==> config.mk <==
export PLATFORM = sky130hd
export DESIGN_NAME = psft_ctrl
export DESIGN_NICKNAME = d
export VERILOG_FILES = /design/src/rtl/psft_pkg.sv /design/src/rtl/psft_ctrl.sv
export SDC_FILE = /design/constraint.sdc
export NUM_CORES = 1
export LEC_CHECK = 0
export BUFFER_PORTS_ARGS = -buffer_cell sky130_fd_sc_hd__clkbuf_2
export CAP_MARGIN = 20
export CORE_UTILIZATION = 50
export CTS_CLUSTER_DIAMETER = 200
export CTS_CLUSTER_SIZE = 10
export DETAILED_ROUTE_END_ITERATION = 7
export PLACE_DENSITY = 0.72
export RECOVER_POWER = 100
export SYNTH_ARGS = -nofsm -noshare
export SYNTH_HDL_FRONTEND = slang
export SYNTH_SLANG_ARGS = --single-unit
==> constraint.sdc <==
create_clock -name clk -period 1.56 [get_ports clk]
set_input_delay 0.156 -clock clk [delete_from_list [all_inputs] [get_ports clk]]
set_output_delay 0.156 -clock clk [all_outputs]
set_load 0.005 [all_outputs]
==> src/rtl/psft_pkg.sv <==
`timescale 1ns / 1ps
// Shared types, codes and constants of the priority store-and-forward table.
// Depends on nothing; the jitter unit, datapath, controller and top import it.
package psft_pkg;

  localparam int CAPACITY_DEF = 64;

  // Command codes of an input item.
  typedef enum logic [1:0] {
    OP_INSERT = 2'd0,
    OP_TICK   = 2'd1,
    OP_REPORT = 2'd2,
    OP_NOP    = 2'd3
  } op_t;

  // Result status codes.
  localparam logic [1:0] ST_STORED = 2'd0;
  localparam logic [1:0] ST_DUP    = 2'd1;
  localparam logic [1:0] ST_REJECT = 2'd2;
  localparam logic [1:0] ST_DONE   = 2'd3;

  // Configuration register indexes.
  localparam int CFG_IDX_W = 1;
  localparam logic [CFG_IDX_W-1:0] CFG_EMERGENCY = 1'd0;
  localparam logic [CFG_IDX_W-1:0] CFG_FWD_LIMIT = 1'd1;
  localparam int CFG_DATA_W = 8;
  localparam logic [7:0] FWD_LIMIT_RST = 8'd3;

  // Timing constants in milliseconds, and the forwarding count ceiling.
  localparam logic [21:0] HOUR_MS    = 22'd3600000;
  localparam logic [21:0] HALF_LIMIT = 22'd30000;
  localparam logic [14:0] JITTER_MOD = 15'd15000;
  localparam logic [7:0]  FWD_MAX    = 8'hff;

  // Minutes from a millisecond span: (span >> 5) / 1875 by reciprocal.
  localparam int MIN_PRE_SHIFT = 5;
  localparam int MIN_SHIFT     = 38;
  localparam logic [63:0] MIN_MAGIC_W = ((64'd1 << MIN_SHIFT) + 64'd1874) / 64'd1875;
  localparam logic [27:0] MIN_MAGIC   = MIN_MAGIC_W[27:0];

  // Jitter quotient: (h >> 3) / 1875 by reciprocal, exact for any 32-bit h.
  localparam int JIT_PRE_SHIFT = 3;
  localparam int JIT_SHIFT     = 40;
  localparam logic [63:0] JIT_MAGIC_W = ((64'd1 << JIT_SHIFT) + 64'd1874) / 64'd1875;
  localparam logic [29:0] JIT_MAGIC   = JIT_MAGIC_W[29:0];

  typedef struct packed {
    logic [1:0]  command;
    logic [63:0] id_high;
    logic [63:0] id_low;
    logic [1:0]  priority_req;
    logic [7:0]  ttl_hours;
    logic        to_self;
    logic [31:0] now_ms;
    logic [5:0]  slot_in;
    logic        sent_ok;
  } in_t;

  typedef struct packed {
    logic [1:0] status;
    logic       slot_valid;
    logic [5:0] slot_out;
    logic       evicted_valid;
    logic [5:0] evicted_slot;
    logic [6:0] expired_count;
    logic [6:0] occupancy;
  } out_t;

  // Per-slot fields fixed at insert time.
  typedef struct packed {
    logic [63:0] id_high;
    logic [63:0] id_low;
    logic [1:0]  prio;
    logic [7:0]  ttl;
    logic        to_self;
    logic [13:0] jitter;
    logic [31:0] first_seen;
  } entry_st_t;

  // Per-slot forwarding state.
  typedef struct packed {
    logic [31:0] last_fwd;
    logic [7:0]  fwd_cnt;
  } entry_dy_t;

  typedef enum logic [2:0] {
    S_IDLE,
    S_SCAN,
    S_WAIT_JIT,
    S_RPT_RD,
    S_COMMIT
  } state_t;

  typedef struct packed {
    logic load;
    logic scan_vld;
    logic rpt_rd;
    logic commit;
  } dp_cmd_t;

  typedef struct packed {
    logic jit_done;
  } dp_stat_t;

  function automatic logic [21:0] base_interval(input logic [1:0] prio);
    logic [21:0] r;
    case (prio)
      2'd0:    r = 22'd20000;
      2'd1:    r = 22'd60000;
      2'd2:    r = 22'd180000;
      default: r = 22'd600000;
    endcase
    return r;
  endfunction

endpackage

==> src/rtl/psft_ctrl.sv <==
`timescale 1ns / 1ps
// Controller state machine: sequences scan, jitter wait, report read, commit.
// Depends on psft_pkg.
module psft_ctrl import psft_pkg::*; #(
  parameter int CAPACITY = CAPACITY_DEF,
  localparam int SW  = $clog2(CAPACITY),
  localparam int CTW = $clog2(CAPACITY + 4)
) (
  input  logic          clk,
  input  logic          rst_n,
  input  logic          start,
  input  logic [1:0]    command,
  output logic          busy,
  output dp_cmd_t       cmd,
  output logic [SW-1:0] scan_addr,
  input  dp_stat_t      stat
);

  state_t         state_r, state_nxt;
  logic [CTW-1:0] cnt_r, cnt_nxt;
  op_t            op_r, op_nxt;

  always_comb begin
    state_nxt = state_r;
    op_nxt    = op_r;
    cnt_nxt   = cnt_r;
    case (state_r)
      S_IDLE: begin
        cnt_nxt = '0;
        if (start) begin
          op_nxt = op_t'(command);
          case (op_t'(command))
            OP_INSERT, OP_TICK: state_nxt = S_SCAN;
            OP_REPORT:          state_nxt = S_RPT_RD;
            default:            state_nxt = S_COMMIT;
          endcase
        end
      end
      S_SCAN: begin
        cnt_nxt = cnt_r + CTW'(1);
        // last slot leaves the three-stage pipe
        if (cnt_r == CTW'(CAPACITY + 3)) state_nxt = S_WAIT_JIT;
      end
      S_WAIT_JIT: begin
        if (op_r != OP_INSERT || stat.jit_done) state_nxt = S_COMMIT;
      end
      S_RPT_RD: state_nxt = S_COMMIT;
      S_COMMIT: state_nxt = S_IDLE;
      default:  state_nxt = S_IDLE;
    endcase
  end

  always_comb begin
    cmd.load     = (state_r == S_IDLE) && start;
    cmd.scan_vld = (state_r == S_SCAN) && (cnt_r < CTW'(CAPACITY));
    cmd.rpt_rd   = state_r == S_RPT_RD;
    cmd.commit   = state_r == S_COMMIT;
    busy         = state_r != S_IDLE;
    scan_addr    = cnt_r[SW-1:0];
  end

  always_ff @(posedge clk) begin
    if (!rst_n) begin
      state_r <= S_IDLE;
      cnt_r   <= '0;
      op_r    <= OP_NOP;
    end else begin
      state_r <= state_nxt;
      cnt_r   <= cnt_nxt;
      op_r    <= op_nxt;
    end
  end

endmodule

==> run metrics, run 1 <==
Reg2Reg Depth 4; hold path startpoint rst_n; Avg Cell Area, Syn 8.01 sq um; Final Hold Fails 0; via/cell ratio 5.75; # H-tree levels 1; Hold Path Depth 2; initial core utilization 53.6%; most frequent cells after synthesis 15 x nand2_1, 12 x dfxtp_1, 6 x buf_4, 5 x a31oi_1; n_diodes 0; mapped cell area 697 sq um; status finished clean; Die Ht 39.3 um; number of synthesized flops with an enable pin 0; Final Setup Violations 0; final core occ 63.0%; Endpoint, Worst Hold op_r[1]; die area 0.00155 sq mm; Final Critical Period 1.43 ns; Iter 0 DRT Violations 20; NumNets Final 109; DR pass1 iterations 4; crit path capture type output port; critical path class reg2out; Final Max Tran Viols 0; r2r startpoint cnt_r[1]; CTS Hold Bufs 0; CORE AREA 0.00130 sq mm; startpoint types register; buffers added on ports 16; initial antenna violation count 0; MaxCap Viol Count 0; Max VDD drop 0.522 mV; Max Freq 698 MHz; vias in the first global route 534; Period Utilization, post-route 91.8%; CTS tree yes; setup tns final 0 ns; most common cell in the netlist nand2_1; TritonCTS Buffers 3; cell taking the most area after synthesis dfxtp_1; gr ovfl total 0; cts repair resizes 1; worst-margin pin slew 0.310 ns; Worst slew margin 79.3%; clk slew on worst S/H paths 0.08 ns; top_reg_cell synth dfxtp_1; routed vias 667; r2r endpoint state_r[1]; ys async rst share 0%; Post-Route Skew 0.00133 ns; root buffer cell clkbuf_4; Worst EP required 1.40 ns; Die Wd 39.3 um; clk_lat worst skew 0.27 ns; flops & latches, synth 12; largest net degree at the start of global routing 17; power per cell area 918 mW/mm^2; post-DP HPWL 1060 um; CP max FO 10; I/O pin count 17; post-synth cell types 33; routability cong. 0.784; Min-Delay Path Class in2reg; Wirelength per Cell 12.8 um; Post-Route WL 1490 um; Yosys top cell area share 34.5%; CTS max path bufs 2; GRT Resource Usage Total 22.3%; Post-DRT Antenna Nets 0; Yosys warning count 0; row cnt 13; Setup Buffers After CTS 0; sequential share of the synthesized area 34.5%; Gate Count Post-Synth 87; DRC Markers 0; RSZ-0062 raised after global routing false; syn_nets 94; CTS sink cnt 12; most area-consuming cells after synthesis dfxtp_1 34%, nand2_1 8.1%, buf_4 6.5%, mux2i_1 5.7%, a31oi_1 4.5%; Worst Path Arrival 1.28 ns; Pleak 0.334 nW; Layout fillers 123; synth-to-layout area growth 17.6%; layout cells sized above 1 25.7%; R2R Setup Slk 0.22 ns; global-route wire length before repair 2290 um
-- layer usage --
metal / wire (um) / vias to the layer above / global-route usage (%)
met2: 648 / 23 / 33.3
li1: - / 339 / -
met5: 0 / - / 0
met4: 23 / 0 / 10.3
met3: 81 / 4 / 5.11
met1: 736 / 301 / 29.9
-- critical path, cell delays in order, from the launching register on --
cell and delay [ns]:
dfxtp_1 0.32, clkbuf_4 0.21, nor2b_1 0.22, and2_1 0.15, clkbuf_2 0.10
-- how the worst max path moves through the flow --
stage / to / startpoint / cells after the start
after floorplan: cnt_r[5] / state_r[2] / 4
after global placement: cnt_r[5] / state_r[0] / 3
after detailed placement: cnt_r[5] / state_r[0] / 3
after CTS: cmd[3] / state_r[2] / 3
after global routing: state_r[1] / cnt_r[1] / 4
final: cmd[1] / state_r[1] / 4
-- cell usage in the layout (no fill, tap or decap), types with 2 or more instances in the layout --
| master | count |
|---|---|
| nor2b_1 | 3 |
| o22ai_1 | 2 |
| buf_4 | 3 |
| a31oi_1 | 5 |
| a21oi_1 | 3 |
| nand3_1 | 4 |
| dfxtp_1 | 10 |
| dfxtp_2 | 2 |
| nor2_1 | 4 |
| clkbuf_1 | 4 |
| nand2_1 | 15 |
| nor3_1 | 2 |
| inv_1 | 2 |
| mux2i_1 | 4 |
| nor3b_1 | 2 |
| clkbuf_4 | 4 |
| clkbuf_2 | 12 |
-- metrics by stage --
stage / instances / hold WS, ns / power, mW / setup WS, ns / area [sq um]
after floorplan: 87 / 0.218 / 0.440 / 0.201 / 697
after global placement: 112 / 0.398 / 0.494 / 0.166 / 764
after detailed placement: 112 / 0.405 / 0.496 / 0.124 / 764
after CTS: 116 / 0.119 / 0.745 / 0.0196 / 802
after global routing: 116 / 0.135 / 0.793 / 0.0162 / 820
final: 116 / 0.121 / 0.752 / 0.128 / 820
-- cell families after synthesis --
group                      after synthesis  share of synthesized area (%)
and+or+nand+nor                         41                           32.0
AOI/OAI and AO/OA                       17                           16.2
buffers and inverters                   12                           9.87
DFF                                     12                           34.5
muxes                                    4                           5.75
adders and majority gates                1                           1.80
-- flip-flops by register name, indices dropped and copies added, names as in the netlist --
name and cells:
cnt_r 7, op_r 2, state_r 3
-- power breakdown --
part           switching, mW  internal, mW  leakage, nW
logic                 0.0795        0.0717        0.215
registers             0.0222         0.323       0.0983
clock network          0.114         0.142       0.0210
total                  0.216         0.536        0.334
-- cell type report --
class                   instances  area [sq um]  area share, %
multi-input cells              63           409           49.9
flip-flops and latches         12           243           29.6
repair buffers                 20           105           12.8
clock buffers                   4          36.3           4.43
well taps                      15          18.8           2.29
inverters                       2          7.51          0.916
(Power assumes the default switching activity.)
==> inputs of run 2 (changes only) <==
--- a/config.mk
+++ b/config.mk
@@ -6,11 +6,13 @@
 export NUM_CORES = 1
 export LEC_CHECK = 0
-export BUFFER_PORTS_ARGS = -buffer_cell sky130_fd_sc_hd__clkbuf_2
 export CAP_MARGIN = 20
-export CORE_UTILIZATION = 50
+export CORE_AREA = 2 2 39 41
 export CTS_CLUSTER_DIAMETER = 200
 export CTS_CLUSTER_SIZE = 10
 export DETAILED_ROUTE_END_ITERATION = 7
-export PLACE_DENSITY = 0.72
+export DIE_AREA = 0 0 41 43
+export DONT_BUFFER_PORTS = 1
+export GPL_ROUTABILITY_DRIVEN = 0
+export PLACE_DENSITY = 0.64
 export RECOVER_POWER = 100
 export SYNTH_ARGS = -nofsm -noshare
==> constraint.sdc (replaced) <==
create_clock -name clk -period 1.56 [get_ports clk]
set_input_delay 0.312 -clock clk [delete_from_list [all_inputs] [get_ports clk]]
set_output_delay 0.312 -clock clk [all_outputs]
set_load 0.005 [all_outputs]
==> run metrics, run 2 (same netlist as run 1, synthesis figures left out) <==
status finished clean (unchanged); Post-DRT Antenna Nets 0 (unchanged); Final Hold Fails 0 (unchanged); Wirelength per Cell 13.8 um (was 12.8 um); CTS sink cnt 12 (unchanged); CORE AREA 0.00138 sq mm (was 0.00130 sq mm); Post-Route WL 1440 um (was 1490 um); Max VDD drop 0.480 mV (was 0.522 mV); Hold Path Depth 1 (was 2); Final Setup Violations 0 (unchanged); clk_lat worst skew 0.27 ns (about the same); RSZ-0062 raised after global routing false (unchanged); CTS tree yes (unchanged); largest net degree at the start of global routing 11 (was 17); Iter 0 DRT Violations 18 (was 20); top flop regs cnt_r x7, state_r x3, op_r x2 (unchanged); root buffer cell clkbuf_4 (unchanged); synth-to-layout area growth 7.36% (was 17.6%); CP max FO 7 (was 10); Total Power 0.671 mW (was 0.752 mW); row cnt 14 (was 13); crit path capture type output port (unchanged); most frequent cells in the layout 15 x nand2_1, 10 x dfxtp_1, 6 x buf_4, 5 x a31oi_1 (was 15 x nand2_1, 12 x clkbuf_2, 10 x dfxtp_1, 5 x a31oi_1); GRT Resource Usage Total 19.9% (was 22.3%); most common cell after layout, fill and taps aside nand2_1 (unchanged); r2r startpoint cnt_r[0] (was cnt_r[1]); Die Wd 41 um (was 39.3 um); gr ovfl total 0 (unchanged); Period Utilization, post-route 98.0% (was 91.8%); Pleak 0.279 nW (was 0.334 nW); post-DP HPWL 1070 um (was 1060 um); met2 usage 29.4% (was 33.3%); R2R Setup Slk 0.17 ns (was 0.22 ns); Final Critical Period 1.53 ns (was 1.43 ns); worst-margin pin slew 0.333 ns (was 0.310 ns); vias in the first global route 576 (was 534); Largest register FFs 7 (unchanged); MaxCap Viol Count 0 (unchanged); routed vias 601 (was 667); CTS max path bufs 2 (unchanged); DRC Markers 0 (unchanged); I/O pin count 17 (unchanged); startpoint types register (unchanged); DR pass1 iterations 4 (unchanged); # H-tree levels 1 (unchanged); TritonCTS Buffers 3 (unchanged); Layout fillers 137 (was 123); buffers added on ports 0 (was 16); clk slew on worst S/H paths 0.08 ns (about the same); gr busiest metal met2 (unchanged); CTS Hold Bufs 0 (unchanged); final core occ 54.1% (was 63.0%); via/cell ratio 5.78 (was 5.75); layout cells sized above 1 18.2% (was 25.7%); power per cell area 897 mW/mm^2 (was 918 mW/mm^2); initial core utilization 50.4% (was 53.6%); Reg2Reg Depth 4 (unchanged); GR Util met3 3.14% (was 5.11%); die area 0.00176 sq mm (was 0.00155 sq mm); global-route wire length before repair 2440 um (was 2290 um); initial antenna violation count 0 (unchanged); critical path class reg2out (unchanged); setup tns final 0 ns (unchanged); Worst Path Arrival 1.22 ns (was 1.28 ns); hold path startpoint rst_n (unchanged); NumNets Final 97 (was 109); Final Max Tran Viols 0 (unchanged); Die Ht 43 um (was 39.3 um); n_diodes 0 (unchanged); Max Freq 654 MHz (was 698 MHz); Min-Delay Path Class in2reg (unchanged); Worst EP required 1.25 ns (was 1.40 ns); Post-Route Skew 0.00566 ns (was 0.00133 ns); Worst slew margin 77.7% (was 79.3%); r2r endpoint state_r[1] (unchanged); Endpoint, Worst Hold op_r[0] (was op_r[1]); met1 usage 27.9% (was 29.9%); Reg with most FFs cnt_r (unchanged)
[run 2: worst max-delay path by stage]
stage	start	endpoint	slack (ns)
6_report	state_r[2]	cmd[3]	0.03
5_1_grt	state_r[1]	busy	0.005
4_1_cts	state_r[0]	cmd[3]	0.002
3_5_place_dp	state_r[0]	op_r[0]	0.19
3_3_place_gp	state_r[0]	cmd[2]	0.18
2_1_floorplan	state_r[2]	cnt_r[5]	0.20
[run 2: area by class of cell]
class	instances	area (sq um)	area share (%)
inverters	2	7.51	1.00
well taps	16	20.0	2.68
flip-flops and latches	12	245	32.8
multi-input cells	63	397	53.0
clock buffers	3	22.5	3.01
repair buffers	8	56.3	7.53
[run 2: critical path, cell delays in order, from the launching register on]
cell and delay [ns]:
dfxtp_2 0.36, buf_4 0.16, nor4b_2 0.26, buf_4 0.17
[run 2: through the flow]
step / std cells / setup slack, ns / hold slack, ns / instance area, sq um
finish: 104 / 0.0312 / 0.100 / 748
global route: 104 / 0.00459 / 0.0917 / 748
CTS: 103 / 0.00151 / 0.101 / 738
detailed placement: 100 / 0.192 / 0.380 / 708
global placement: 100 / 0.179 / 0.377 / 708
floorplan: 87 / 0.201 / 0.374 / 697
[run 2: per-layer routing]
layer  part of all wire (%)  vias up
met1                     46      269
met3                    4.1        2
li1                       -      312
met5                      0        -
met4                   0.70        0
met2                     49       18
[run 2: what timing repair did]
item	in CTS	in global routing
endpoints found under the setup margin	2	2
pin swaps	0	1
gates cloned	0	0
gates resized for setup	2	3
setup buffers	0	1
endpoints found under the hold margin	0	0
[run 2: where the power goes]
| group | switching (mW) | internal, mW |
|---|---|---|
| sequential | 0.0200 | 0.323 |
| combinational | 0.0695 | 0.0674 |
| clock | 0.102 | 0.0891 |
| total | 0.192 | 0.479 |
